--- src/hw/rtl/pat_pkg.sv ---
// pat_pkg: shared types and codes for the positional array table
// op and status codes, the per-cell command and the cell control struct
// no dependencies
`timescale 1ns / 1ps

package pat_pkg;

    localparam logic [2:0] OP_INSERT = 3'd0;
    localparam logic [2:0] OP_DELETE = 3'd1;
    localparam logic [2:0] OP_SEARCH = 3'd2;
    localparam logic [2:0] OP_READ   = 3'd3;
    localparam logic [2:0] OP_CLEAR  = 3'd4;

    localparam logic [1:0] ST_OK       = 2'd0;
    localparam logic [1:0] ST_BADPOS   = 2'd1;
    localparam logic [1:0] ST_FULL     = 2'd2;
    localparam logic [1:0] ST_NOTFOUND = 2'd3;

    typedef enum logic [2:0] {
        CELL_HOLD,
        CELL_INSERT,
        CELL_DELETE,
        CELL_LOAD_SEARCH,
        CELL_LOAD_READ,
        CELL_SHIFT
    } cell_cmd_t;

    typedef struct packed {
        cell_cmd_t   cmd;
        logic [31:0] value;
    } cell_ctrl_t;

endpackage

--- src/hw/rtl/pat_cell.sv ---
// pat_cell: one entry of the table plus one stage of the scan lane
// depends on pat_pkg
`timescale 1ns / 1ps

module pat_cell #(
    parameter int IDX   = 0,
    parameter int CMP_W = 17
) (
    input  logic               clk,
    input  logic               rst_n,
    input  pat_pkg::cell_ctrl_t ctrl,
    input  logic [CMP_W-1:0]   pos,
    input  logic [CMP_W-1:0]   cnt,
    input  logic [31:0]        word_below,
    input  logic [31:0]        word_above,
    input  logic [31:0]        lane_above,
    input  logic               flag_above,
    output logic [31:0]        word,
    output logic [31:0]        lane,
    output logic               flag
);
    import pat_pkg::*;

    localparam logic [CMP_W-1:0] MY_IDX = CMP_W'(IDX);

    logic [31:0] word_reg;
    logic [31:0] lane_reg;
    logic        flag_reg;

    always_ff @(posedge clk)
    begin
        unique case (ctrl.cmd)
            CELL_INSERT:
            begin
                if (MY_IDX > pos)
                begin
                    word_reg <= word_below;
                end
                else if (MY_IDX == pos)
                begin
                    word_reg <= ctrl.value;
                end
            end
            CELL_DELETE:
            begin
                if (MY_IDX >= pos)
                begin
                    word_reg <= word_above;
                end
            end
            CELL_LOAD_SEARCH, CELL_LOAD_READ:
            begin
                lane_reg <= word_reg;
            end
            CELL_SHIFT:
            begin
                lane_reg <= lane_above;
            end
            default:
            begin
            end
        endcase
    end

    always_ff @(posedge clk or negedge rst_n)
    begin
        if (!rst_n)
        begin
            flag_reg <= 1'b0;
        end
        else
        begin
            unique case (ctrl.cmd)
                CELL_LOAD_SEARCH: flag_reg <= (word_reg == ctrl.value) && (MY_IDX < cnt);
                CELL_LOAD_READ:   flag_reg <= (MY_IDX == pos);
                CELL_SHIFT:       flag_reg <= flag_above;
                default:          flag_reg <= flag_reg;
            endcase
        end
    end

    assign word = word_reg;
    assign lane = lane_reg;
    assign flag = flag_reg;

endmodule

--- config.mk ---
export PLATFORM = sky130hd
export DESIGN_NAME = pat_cell
export DESIGN_NICKNAME = d
export VERILOG_FILES = /design/src/hw/rtl/pat_pkg.sv /design/src/hw/rtl/pat_cell.sv
export SDC_FILE = /design/constraint.sdc
export NUM_CORES = 1
export LEC_CHECK = 0
export BUFFER_PORTS_ARGS = -buffer_cell sky130_fd_sc_hd__buf_2
export CAP_MARGIN = 40
export CORE_MARGIN = 1
export CORE_UTILIZATION = 40
export DETAILED_ROUTE_END_ITERATION = 8
export HOLD_SLACK_MARGIN = 0.15
export PLACE_DENSITY = 0.79
export SYNTH_ARGS = -nofsm -noshare
export SYNTH_HDL_FRONTEND = slang
export SYNTH_SLANG_ARGS = --single-unit
--- constraint.sdc ---
create_clock -name clk -period 1.6 [get_ports clk]
set_input_delay 0.16 -clock clk [delete_from_list [all_inputs] [get_ports clk]]
set_output_delay 0.16 -clock clk [all_outputs]
set_load 0.05 [all_outputs]
After elaboration in Yosys (flattened, before gate mapping)
Index checks and enable logic that the tools add are counted.
- logic and storage cells: 27
- memories kept: 0
- output and inout port bits: 65
- register bits after elaboration: 65
- input port bits: 168
- bits in read-only memories: 0
- RAM bits: 0
- latch bits: 0
- add/subtract/negate cells: 0
- reductions and logical operators: 7
- div/mod/pow operators: 0
- equal/unequal tests: 8
- shifts and indexed selects: 0
- bitwise operators: 0
- $mul: 0
- magnitude comparators: 3
- mux-type cells: 6
- operators by type and width (operator ; number):
    $pmux W32 S2 ; 2
    $mux W32 ; 3
    $eq A32 B32 Y1 ; 1
    $ge A1 B17 Y1 const A ; 1
    $gt A1 B17 Y1 const A ; 1
    $logic_not A17 Y1 ; 1
    $lt A1 B17 Y1 const A ; 1
    $eq A3 B2 Y1 const B ; 2
    $eq A3 B3 Y1 const B ; 2
    $reduce_bool A2 Y1 ; 2
    $eq A3 B1 Y1 const B ; 1
    $ne A3 B3 Y1 const B ; 1
    $pmux W1 S3 ; 1
    $reduce_and A3 Y1 ; 1
    $reduce_bool A3 Y1 ; 1
    $ne A2 B2 Y1 const B ; 1
    $reduce_or A2 Y1 ; 1
    $logic_and A1 B1 Y1 ; 1

Longest topological paths before layout
Gate-level depths: netlist of the first run.
- depth in word-level cells: 4
- depth in mapped cells: 6
- gate-level depth less buffers: 5

Worst setup path after synthesis of the first run
OpenSTA, ideal clock, no wires.
- kind: input to register
- start point: input port pos[8]
- end point: register word_reg[0] (netlist: word[0]), enable pin
- path buffers: 0
- slack: -2.076 ns
- cell stages on the path: 4
- library setup time: 0.461 ns
- arrival time: 3.214 ns
- required time: 1.139 ns
- path through: nor4_1 -> nand4_1 -> or4_4 -> nor3_1
- word-level cells in the longest chain between the ends: 3
- elaborated cells on any way between the ends: 6
- those cells by class: order compare: 2; eq/ne: 2; reduce/logical: 2
- ends and longest elaborated chain (what ; RTL line ; RTL):
    start, declared ; pat_cell.sv:12 ; input logic [CMP_W-1:0] pos,
    $gt A1 B17 Y1, or another cell as far along ; pat_cell.sv:35 ; if (MY_IDX > pos)
    $ne A3 B3 Y1 (no line) / $ne A2 B2 Y1 (equally long branches) ; n/a ;
    $reduce_and A3 Y1 (no line) * ; n/a ;
    end signal, assigned ; pat_cell.sv:37 ; word_reg <= word_below;
    end signal, assigned ; pat_cell.sv:41 ; word_reg <= ctrl.value;
    end signal, assigned ; pat_cell.sv:48 ; word_reg <= word_above;
    end, declared ; pat_cell.sv:26 ; logic [31:0] word_reg;
Every way passes the cells marked *; elsewhere a longest branch is shown, timed or not.
A chain may end at the register's enable or synchronous reset.

Worst setup path in the final report of the first run
- start point: register word_reg[31] (netlist: word[31])
- end point: register flag_reg (netlist: flag)
- word-level cells in the longest chain between the ends: 3
- ends and longest elaborated chain (what ; RTL line ; RTL):
    $eq A32 B32 Y1 ; pat_cell.sv:74 ; CELL_LOAD_SEARCH: flag_reg <= (word_reg == ctrl.value) && (MY_IDX < cnt);
    $logic_and A1 B1 Y1 ; pat_cell.sv:74 ;
    $pmux W1 S3 ; pat_cell.sv:73 ; unique case (ctrl.cmd)
    end signal, assigned ; pat_cell.sv:74 ;
    end signal, assigned ; pat_cell.sv:75 ; CELL_LOAD_READ: flag_reg <= (MY_IDX == pos);
    end signal, assigned ; pat_cell.sv:76 ; CELL_SHIFT: flag_reg <= flag_above;
    end, declared ; pat_cell.sv:28 ; logic flag_reg;
Every way passes these cells.

==> impl_metrics.env, run 1 <==
export IMPL_r2r_start="word[31]"
export IMPL_setup_violations=1
export IMPL_synth_top_area_share_pct=59.6
export IMPL_core_area_um2=7770
export IMPL_hold_viol=0
export IMPL_busiest_layer="met2"
export IMPL_ios=233
export IMPL_synth_edf_count=64
export IMPL_yosys_area_top_type="edfxtp_1"
export IMPL_maxSlewHeadroom_pct=78.4
export IMPL_nFillCells=508
export IMPL_clockRootBuffer="clkbuf_8"
export IMPL_htreeDepth=3
export IMPL_grt_ovfl_total=0
export IMPL_startpoint_type="flop"
export IMPL_critPathSlowestCell="edfxtp_1"
export IMPL_wl_per_cell_um=17.5
export IMPL_fin_ws_ps=-172
export IMPL_holdWs_ps=166
export IMPL_met2_usage_pct=52.9
export IMPL_grtUsageMet3_pct=4.89
export IMPL_via_per_inst=4.89
export IMPL_async_flop_share_pct=1.54
export IMPL_p_leak_nw=2.46
export IMPL_clock_path_buffers=2
export IMPL_drive_above_1_share_pct=47.8
export IMPL_drtIter0Drc=100
export IMPL_period_needed_ps=1770
export IMPL_grt_pass1_vias=3427
export IMPL_dpl_cell_area_um2=4600
export IMPL_routed_wirelength_um=11100
export IMPL_clkTransAtPathRegs_ps=70
export IMPL_timing_fmax_ghz=0.564
export IMPL_nets=696
export IMPL_p_total_mw=4.20
export IMPL_cp_arrival_ps=2050
export IMPL_vias=3104
export IMPL_syn_area_um2=3230
export IMPL_drt_first_pass_iters=4
export IMPL_grtUsageTotal_pct=26.7
export IMPL_synth_flop_cell="edfxtp_1"
export IMPL_timing_rr_end="flag"
export IMPL_synth_commonest_cells="edfxtp_1 (64), mux2_1 (60), xor2_1 (17)"
export IMPL_failed_checks="setup timing"
export IMPL_status="complete, but fails checks"
export IMPL_cts_tree="built"
export IMPL_tightestPinTransition_ps=320
export IMPL_path_buf_inv=2
export IMPL_grt_use_met1_pct=27.6
export IMPL_ys_warn_count=0
export IMPL_area_growth_pct=80.0
export IMPL_critPathRequiredTime_ps=1880
export IMPL_diodes=0
export IMPL_worst_skew_pair_late_latency_ps=330
export IMPL_drc=0
export IMPL_cts_sinks=65
export IMPL_grt_pass1_wl_um=16800
export IMPL_antenna_found_initial=0
export IMPL_critPathTopFamily="simple AND/OR/NAND/NOR gates"
export IMPL_worstPathMaxFanout=2
export IMPL_start_util_pct=41.5
export IMPL_maxCapViolCount=0
export IMPL_yosysUniqueCellTypes=23
export IMPL_ir_drop_v=0.000517
export IMPL_die_area_um2=8430
export IMPL_rows=32
export IMPL_hpwl_um=6660
export IMPL_die_h_um=91.8
export IMPL_syn_nets=373
export IMPL_hp_class="primary input to flop"
export IMPL_design_area_um2=5810
export IMPL_syn_avg_cell_area_um2=15.7
export IMPL_skew_ps=12.0
export IMPL_cellPowerDensity_nw_per_um2=723
export IMPL_yosys_top_cells_area="edfxtp_1 (60%), mux2_1 (21%), xor2_1 (4.6%)"
export IMPL_ff2ff_setup_slack_ps=-170
export IMPL_ys_seq_area_share_pct=60.4
export IMPL_min_delay_start="ctrl[8]"
export IMPL_max_stage_delay_ps=410
export IMPL_drv_slew=0
export IMPL_synth_ff_latch_count=65
export IMPL_numCtsBuffers=9
export IMPL_end_kind="flop"
export IMPL_fp_dieW_um=91.8
export IMPL_r2r_cells=7
export IMPL_postLayoutCoreUtil_pct=74.7
export IMPL_io_buffers=200
export IMPL_worst_setup_path_type="flop to flop"
export IMPL_holdPathEnd="word[8]"
export IMPL_synthCells=205
export IMPL_routabilityCongestion=0.801
export IMPL_ant_nets=0
export IMPL_grt_max_degree=33
export IMPL_synthMostInstantiatedCell="edfxtp_1"
export IMPL_holdPathStages=2
export IMPL_grt_setup_unrepaired="true"
export IMPL_worstPathCellList="xor2_1 > nor4_2 > buf_4 > nand4_1 > nor4_2 > buf_4 > a22o_1"
export IMPL_period_share_pct=111
routing by layer:
layer / routed length [um] / up-vias
met3: 526 / 25
li1: - / 1440
met4: 290 / 0
met2: 6220 / 141
met5: 0 / -
met1: 4080 / 1498
worst max path at each step:
| stage | start | to | slack, ps | depth (start not counted) |
|---|---|---|---|---|
| 2_1_floorplan | pos[8] | word[0] | -610 | 4 |
| 3_3_place_gp | word[21] | flag | -290 | 7 |
| 3_5_place_dp | pos[1] | word[3] | -350 | 6 |
| 4_1_cts | word[21] | flag | -190 | 7 |
| 5_1_grt | word[31] | flag | -280 | 7 |
| 6_report | word[31] | flag | -170 | 7 |
kinds of logic after synthesis:
| kind of cell | share of synthesized area (%) |
|---|---|
| flops | 60.4 |
| xor+xnor | 8.96 |
| simple gates | 5.90 |
| mux | 22.3 |
| buf+inv | 1.20 |
| compound gates | 1.24 |
layout make-up:
class / count / area [um^2] / share of cell area [%]
repair buffers: 319 / 2200 / 37.9
flip-flops and latches: 65 / 1950 / 33.5
multi-input cells: 132 / 1320 / 22.7
clock buffers: 10 / 128 / 2.20
well taps: 102 / 128 / 2.20
clock inverters: 6 / 82.6 / 1.42
inverters: 1 / 3.75 / 0.0647
metrics by stage:
stage / setup WS (ps) / TNS, ps / cells
after floorplan: -608 / -19450 / 205
after global placement: -292 / -8350 / 525
after detailed placement: -349 / -11380 / 525
after CTS: -189 / -189 / 635
after global routing: -282 / -821 / 635
final: -172 / -172 / 635
report_power, final:
group | leakage, nW | total [mW] | internal (mW) | switching [mW]
clock network | 0.108 | 1.50 | 0.870 | 0.634
registers | 0.605 | 1.92 | 1.91 | 0.0118
logic | 1.75 | 0.769 | 0.406 | 0.363
layout by cell type (no fill, tap or decap), types with 6 or more instances in the layout:
| master | Yosys | final |
|---|---|---|
| buf_2 | 7 | 197 |
| buf_4 | 0 | 21 |
| clkbuf_8 | 0 | 9 |
| dlygate4sd3_1 | 0 | 94 |
| edfxtp_1 | 64 | 64 |
| mux2_1 | 60 | 60 |
| nand4_1 | 6 | 6 |
| nor4_1 | 13 | 7 |
| xnor2_1 | 16 | 16 |
| xor2_1 | 17 | 17 |
what timing repair did:
item                                    CTS  global route
hold buffers                             94             0
resized for setup                         3             7
pin swaps                                 1             0
setup buffers                             0             0
endpoints found under the setup margin    1            33
endpoints found under the hold margin    65             0
Note: power is estimated with default switching activity, not from simulation.
==> inputs of run 2 (changes only) <==
--- a/config.mk
+++ b/config.mk
@@ -8,10 +8,10 @@
 export BUFFER_PORTS_ARGS = -buffer_cell sky130_fd_sc_hd__buf_2
 export CAP_MARGIN = 40
 export CORE_MARGIN = 1
-export CORE_UTILIZATION = 40
+export CORE_UTILIZATION = 41
 export DETAILED_ROUTE_END_ITERATION = 8
 export HOLD_SLACK_MARGIN = 0.15
-export PLACE_DENSITY = 0.79
+export PLACE_DENSITY = 0.81
 export SYNTH_ARGS = -nofsm -noshare
 export SYNTH_HDL_FRONTEND = slang
 export SYNTH_SLANG_ARGS = --single-unit
==> impl_metrics.env, run 2 (same netlist as run 1, synthesis figures left out) <==
export IMPL_skew_ps=6.43
export IMPL_cellPowerDensity_nw_per_um2=686
export IMPL_maxCapViolCount=0
export IMPL_nFillCells=423
export IMPL_final_cell_mix="buf_2 (195), dlygate4sd3_1 (92), edfxtp_1 (64)"
export IMPL_ios=233
export IMPL_ir_drop_v=0.000477
export IMPL_postLayoutCoreUtil_pct=79.4
export IMPL_wl_per_cell_um=17.7
export IMPL_clock_path_buffers=2
export IMPL_grt_pass1_wl_um=17400
export IMPL_holdWs_ps=169
export IMPL_die_h_um=90.7
export IMPL_start_util_pct=43.5
export IMPL_layoutNonFillerInstCount=638
export IMPL_drtIter0Drc=97
export IMPL_hp_class="primary input to flop"
export IMPL_fp_dieW_um=90.7
export IMPL_cp_arrival_ps=2020
export IMPL_via_per_inst=4.98
export IMPL_fin_ws_ps=-149
export IMPL_hold_viol=0
export IMPL_routabilityCongestion=0.740
export IMPL_worst_skew_pair_late_latency_ps=330
export IMPL_tightestPinTransition_ps=387
export IMPL_grt_setup_unrepaired="true"
export IMPL_antenna_found_initial=0
export IMPL_drive_above_1_share_pct=48.8
export IMPL_end_kind="flop"
export IMPL_htreeDepth=3
export IMPL_ant_nets=0
export IMPL_diodes=0
export IMPL_drt_first_pass_iters=4
export IMPL_final_common_cell="buf_2"
export IMPL_p_leak_nw=2.50
export IMPL_vias=3175
export IMPL_setup_violations=8
export IMPL_grt_max_degree=22
export IMPL_maxSlewHeadroom_pct=74.0
export IMPL_p_total_mw=4.03
export IMPL_critPathRequiredTime_ps=1880
export IMPL_timing_fmax_ghz=0.572
export IMPL_cts_tree="built"
export IMPL_numCtsBuffers=9
export IMPL_area_growth_pct=82.3
export IMPL_nets=702
export IMPL_worstPathMaxFanout=2
export IMPL_status="complete, but fails checks"
export IMPL_clkTransAtPathRegs_ps=70
export IMPL_period_needed_ps=1750
export IMPL_dpl_cell_area_um2=4630
export IMPL_worst_setup_path_type="flop to flop"
export IMPL_failed_checks="setup timing"
export IMPL_rows=31
export IMPL_worstPathCellList="xor2_1 > nor4_2 > buf_4 > nand4_1 > nor4_2 > buf_4 > a22o_1"
export IMPL_design_area_um2=5880
export IMPL_grt_pass1_vias=3476
export IMPL_drv_slew=0
export IMPL_die_area_um2=8230
export IMPL_grt_ovfl_total=0
export IMPL_max_stage_delay_ps=410
export IMPL_period_share_pct=109
export IMPL_clockRootBuffer="clkbuf_8"
export IMPL_io_buffers=200
export IMPL_drc=0
export IMPL_core_area_um2=7410
export IMPL_ff_latch_area_um2=1950
export IMPL_routed_wirelength_um=11300
export IMPL_critPathSlowestCell="edfxtp_1"
export IMPL_multi_input_area_um2=1320
export IMPL_cts_sinks=65
export IMPL_grtUsageTotal_pct=28.0
export IMPL_startpoint_type="flop"
export IMPL_place_inst=524
export IMPL_hpwl_um=6750
==> run 2: cell count changes in the layout (fill, tap and decap cells not counted) <==
cell           change
buf_12             +1
dlygate4sd3_1      -2
buf_6              +4
buf_16             +1
buf_2              -2
bufinv_16          -1
buf_8              -1
clkinv_1           +1
buf_4              +4
clkbuf_1           -1
clkbuf_16          +1
clkinv_2           +1
==> run 2: area by class of cell <==
class / instances / area share (%)
timing repair buffer: 325 / 39.2
sequential: 65 / 33.1
multi-input combinational: 132 / 22.4
clock buffer: 9 / 2.11
tap: 99 / 2.11
clock inverter: 7 / 1.04
inverter: 1 / 0.0638
==> run 2: through the flow <==
stage	setup WS, ps	setup TNS [ps]
floorplan	-608	-19450
global placement	-309	-9790
detailed placement	-362	-11480
CTS	-186	-2150
global route	-259	-1370
finish	-149	-258
==> run 2: power breakdown <==
| part | switching [mW] | internal [mW] |
|---|---|---|
| Sequential | 0.0114 | 1.91 |
| Combinational | 0.364 | 0.407 |
| Clock | 0.633 | 0.703 |
| Total | 1.01 | 3.02 |
==> run 2: worst paths after layout <==
kind	cells past startpoint	endpoint	from	slack (ps)
max	7	flag	word[7]	-150
min	2	word[18]	word_above[18]	170
max reg2reg	7	flag	word[7]	-150
min reg2reg	1	lane[25]	word[25]	620
max in group asynchronous	3	flag	rst_n	810
min in group asynchronous	3	flag	rst_n	680
==> run 2: routing by layer <==
metal | global-route usage [%] | share of wire [%] | vias up
met5 | 0 | 0 | -
met4 | 12.6 | 2.9 | 0
met3 | 5.56 | 6.0 | 32
met2 | 53.3 | 56 | 160
met1 | 29.2 | 35 | 1527
li1 | - | - | 1456
==> run 2: repair_timing <==
action                                 CTS  global route
hold buffers                            92             0
pin swaps                                1             2
setup endpoints to repair               18            33
gates cloned                             1             1
buffers inserted                         1             3
endpoints found under the hold margin   64             0
gates resized for setup                  6             5
==> run 2: critical path, delay by kind of cell, from the launching register on <==
| kind | cells | cell delay (ps) |
|---|---|---|
| buffers and inverters | 2 | 300 |
| and+or+nand+nor | 3 | 680 |
| AOI/OAI and AO/OA | 1 | 120 |
| DFF | 1 | 410 |
| xor gates and xnor gates | 1 | 180 |
==> inputs of run 3 (changes only) <==
==> constraint.sdc (replaced) <==
create_clock -name clk -period 1.77 [get_ports clk]
set_input_delay 0.177 -clock clk [delete_from_list [all_inputs] [get_ports clk]]
set_output_delay 0.177 -clock clk [all_outputs]
set_load 0.05 [all_outputs]
==> impl_metrics.env, run 3 (same netlist as run 1, synthesis figures left out) <==
export IMPL_ios=233
export IMPL_antenna_found_initial=0
export IMPL_place_inst=507
export IMPL_hp_class="primary input to flop"
export IMPL_grt_pass1_vias=3107
export IMPL_fp_dieW_um=90.7
export IMPL_layoutNonFillerInstCount=590
export IMPL_grt_ovfl_total=0
export IMPL_drc=0
export IMPL_diodes=0
export IMPL_p_comb_share_pct=16.9
export IMPL_p_sw_share_pct=23.6
export IMPL_final_common_cell="buf_2"
export IMPL_cts_tree="built"
export IMPL_worst_path_most_repeated_cell="buf_4"
export IMPL_clock_path_buffers=2
export IMPL_ir_drop_v=0.000645
export IMPL_p_leak_nw=2.27
export IMPL_maxCapViolCount=0
export IMPL_io_buffers=200
export IMPL_start_util_pct=43.5
export IMPL_cts_sinks=65
export IMPL_status="complete, no violations"
export IMPL_worstPathCellList="xor2_1 > nor4_2 > buf_4 > nand4_1 > nor4_1 > buf_4 > a22o_1"
export IMPL_hpwl_um=6560
export IMPL_fin_ws_ps=10.5
export IMPL_grtUsageTotal_pct=23.8
export IMPL_maxSlewHeadroom_pct=77.8
export IMPL_die_h_um=90.7
export IMPL_ant_nets=0
export IMPL_worst_setup_path_type="flop to flop"
export IMPL_core_area_um2=7410
export IMPL_drtIter0Drc=44
export IMPL_routabilityCongestion=0.737
export IMPL_seq_power_share_pct=46.8
export IMPL_timing_fmax_ghz=0.568
export IMPL_drv_slew=0
export IMPL_area_growth_pct=67.2
export IMPL_skew_ps=5.37
export IMPL_via_per_inst=4.82
export IMPL_worstPathMaxFanout=3
export IMPL_critPathRequiredTime_ps=2030
export IMPL_end_kind="flop"
export IMPL_drt_first_pass_iters=4
export IMPL_clockRootBuffer="clkbuf_8"
export IMPL_clkTransAtPathRegs_ps=70
export IMPL_drive_above_1_share_pct=48.7
export IMPL_routed_wirelength_um=9540
export IMPL_worst_skew_pair_late_latency_ps=320
export IMPL_hold_viol=0
export IMPL_setup_violations=0
export IMPL_grt_pass1_wl_um=15100
export IMPL_pre_cts_slack_ps=-201
export IMPL_period_share_pct=99.4
export IMPL_cts_setup_buffers=0
export IMPL_die_area_um2=8230
export IMPL_critPathTopFamily="simple AND/OR/NAND/NOR gates"
export IMPL_vias=2846
export IMPL_numCtsBuffers=9
export IMPL_p_switching_mw=0.876
export IMPL_grt_setup_unrepaired="true"
export IMPL_nets=654
export IMPL_htreeDepth=3
export IMPL_cellPowerDensity_nw_per_um2=689
export IMPL_max_stage_delay_ps=440
export IMPL_p_clk_share_pct=36.3
export IMPL_period_needed_ps=1760
export IMPL_wl_per_cell_um=16.2
export IMPL_path_buf_inv=2
export IMPL_final_cell_mix="buf_2 (200), dlygate4sd3_1 (67), edfxtp_1 (64)"
export IMPL_startpoint_type="flop"
export IMPL_rows=31
export IMPL_tightestPinTransition_ps=330
export IMPL_p_int_mw=2.84
export IMPL_cp_arrival_ps=2020
export IMPL_critPathSlowestCell="edfxtp_1"
export IMPL_grt_max_degree=22
==> run 3: power groups by stage <==
| stage | combinational (mW) | clock (mW) | sequential, mW |
|---|---|---|---|
| 2_1_floorplan | 0.148 | 0 | 1.88 |
| 3_3_place_gp | 0.488 | 0 | 1.77 |
| 3_5_place_dp | 0.503 | 0 | 1.77 |
| 4_1_cts | 0.620 | 1.38 | 1.74 |
| 5_1_grt | 0.673 | 1.44 | 1.74 |
| 6_report | 0.629 | 1.35 | 1.74 |
==> run 3: cell type report <==
cell class                      instances  area (um^2)
Fill cell                             508         2010
Sequential cell                        65         1950
Timing Repair Buffer                  277         1810
Multi-Input combinational cell        132         1300
Clock buffer                           10          128
Tap cell                               99          124
Clock inverter                          6         82.6
Inverter                                1         3.75
==> run 3: worst paths after layout <==
path	start	endpoint	slack [ps]	depth (start not counted)
min in group asynchronous	rst_n	flag	680	3
max in group asynchronous	rst_n	flag	990	3
max reg2reg	word[2]	flag	10	7
min	word_above[19]	word[19]	160	2
max	word[2]	flag	10	7
min reg2reg	word[11]	lane[11]	610	1
==> run 3: layer usage <==
layer | vias up | global-route usage, % | routed length, um
met5 | - | 0 | 0
met4 | 0 | 7.39 | 153
met3 | 15 | 5.05 | 520
met2 | 115 | 46.1 | 5230
met1 | 1350 | 25.4 | 3630
li1 | 1366 | - | -
==> run 3: what timing repair did <==
action	in CTS	in global routing
gates resized for setup	2	0
endpoints found under the setup margin	1	1
hold endpoints to repair	58	2
hold buffers	65	2
pin swaps	0	0
==> run 3: metrics by stage <==
stage	setup TNS, ps	util (%)	cell area, um^2	total power [mW]	hold slack (ps)
after floorplan	-14550	-	3270	2.03	-119
after global placement	-4480	60.7	4500	2.26	-47.6
after detailed placement	-6140	60.7	4500	2.28	-47.1
after CTS	-15.2	72.5	5370	3.74	150
after global routing	-59.7	72.8	5390	3.85	151
final	0	72.8	5390	3.72	158
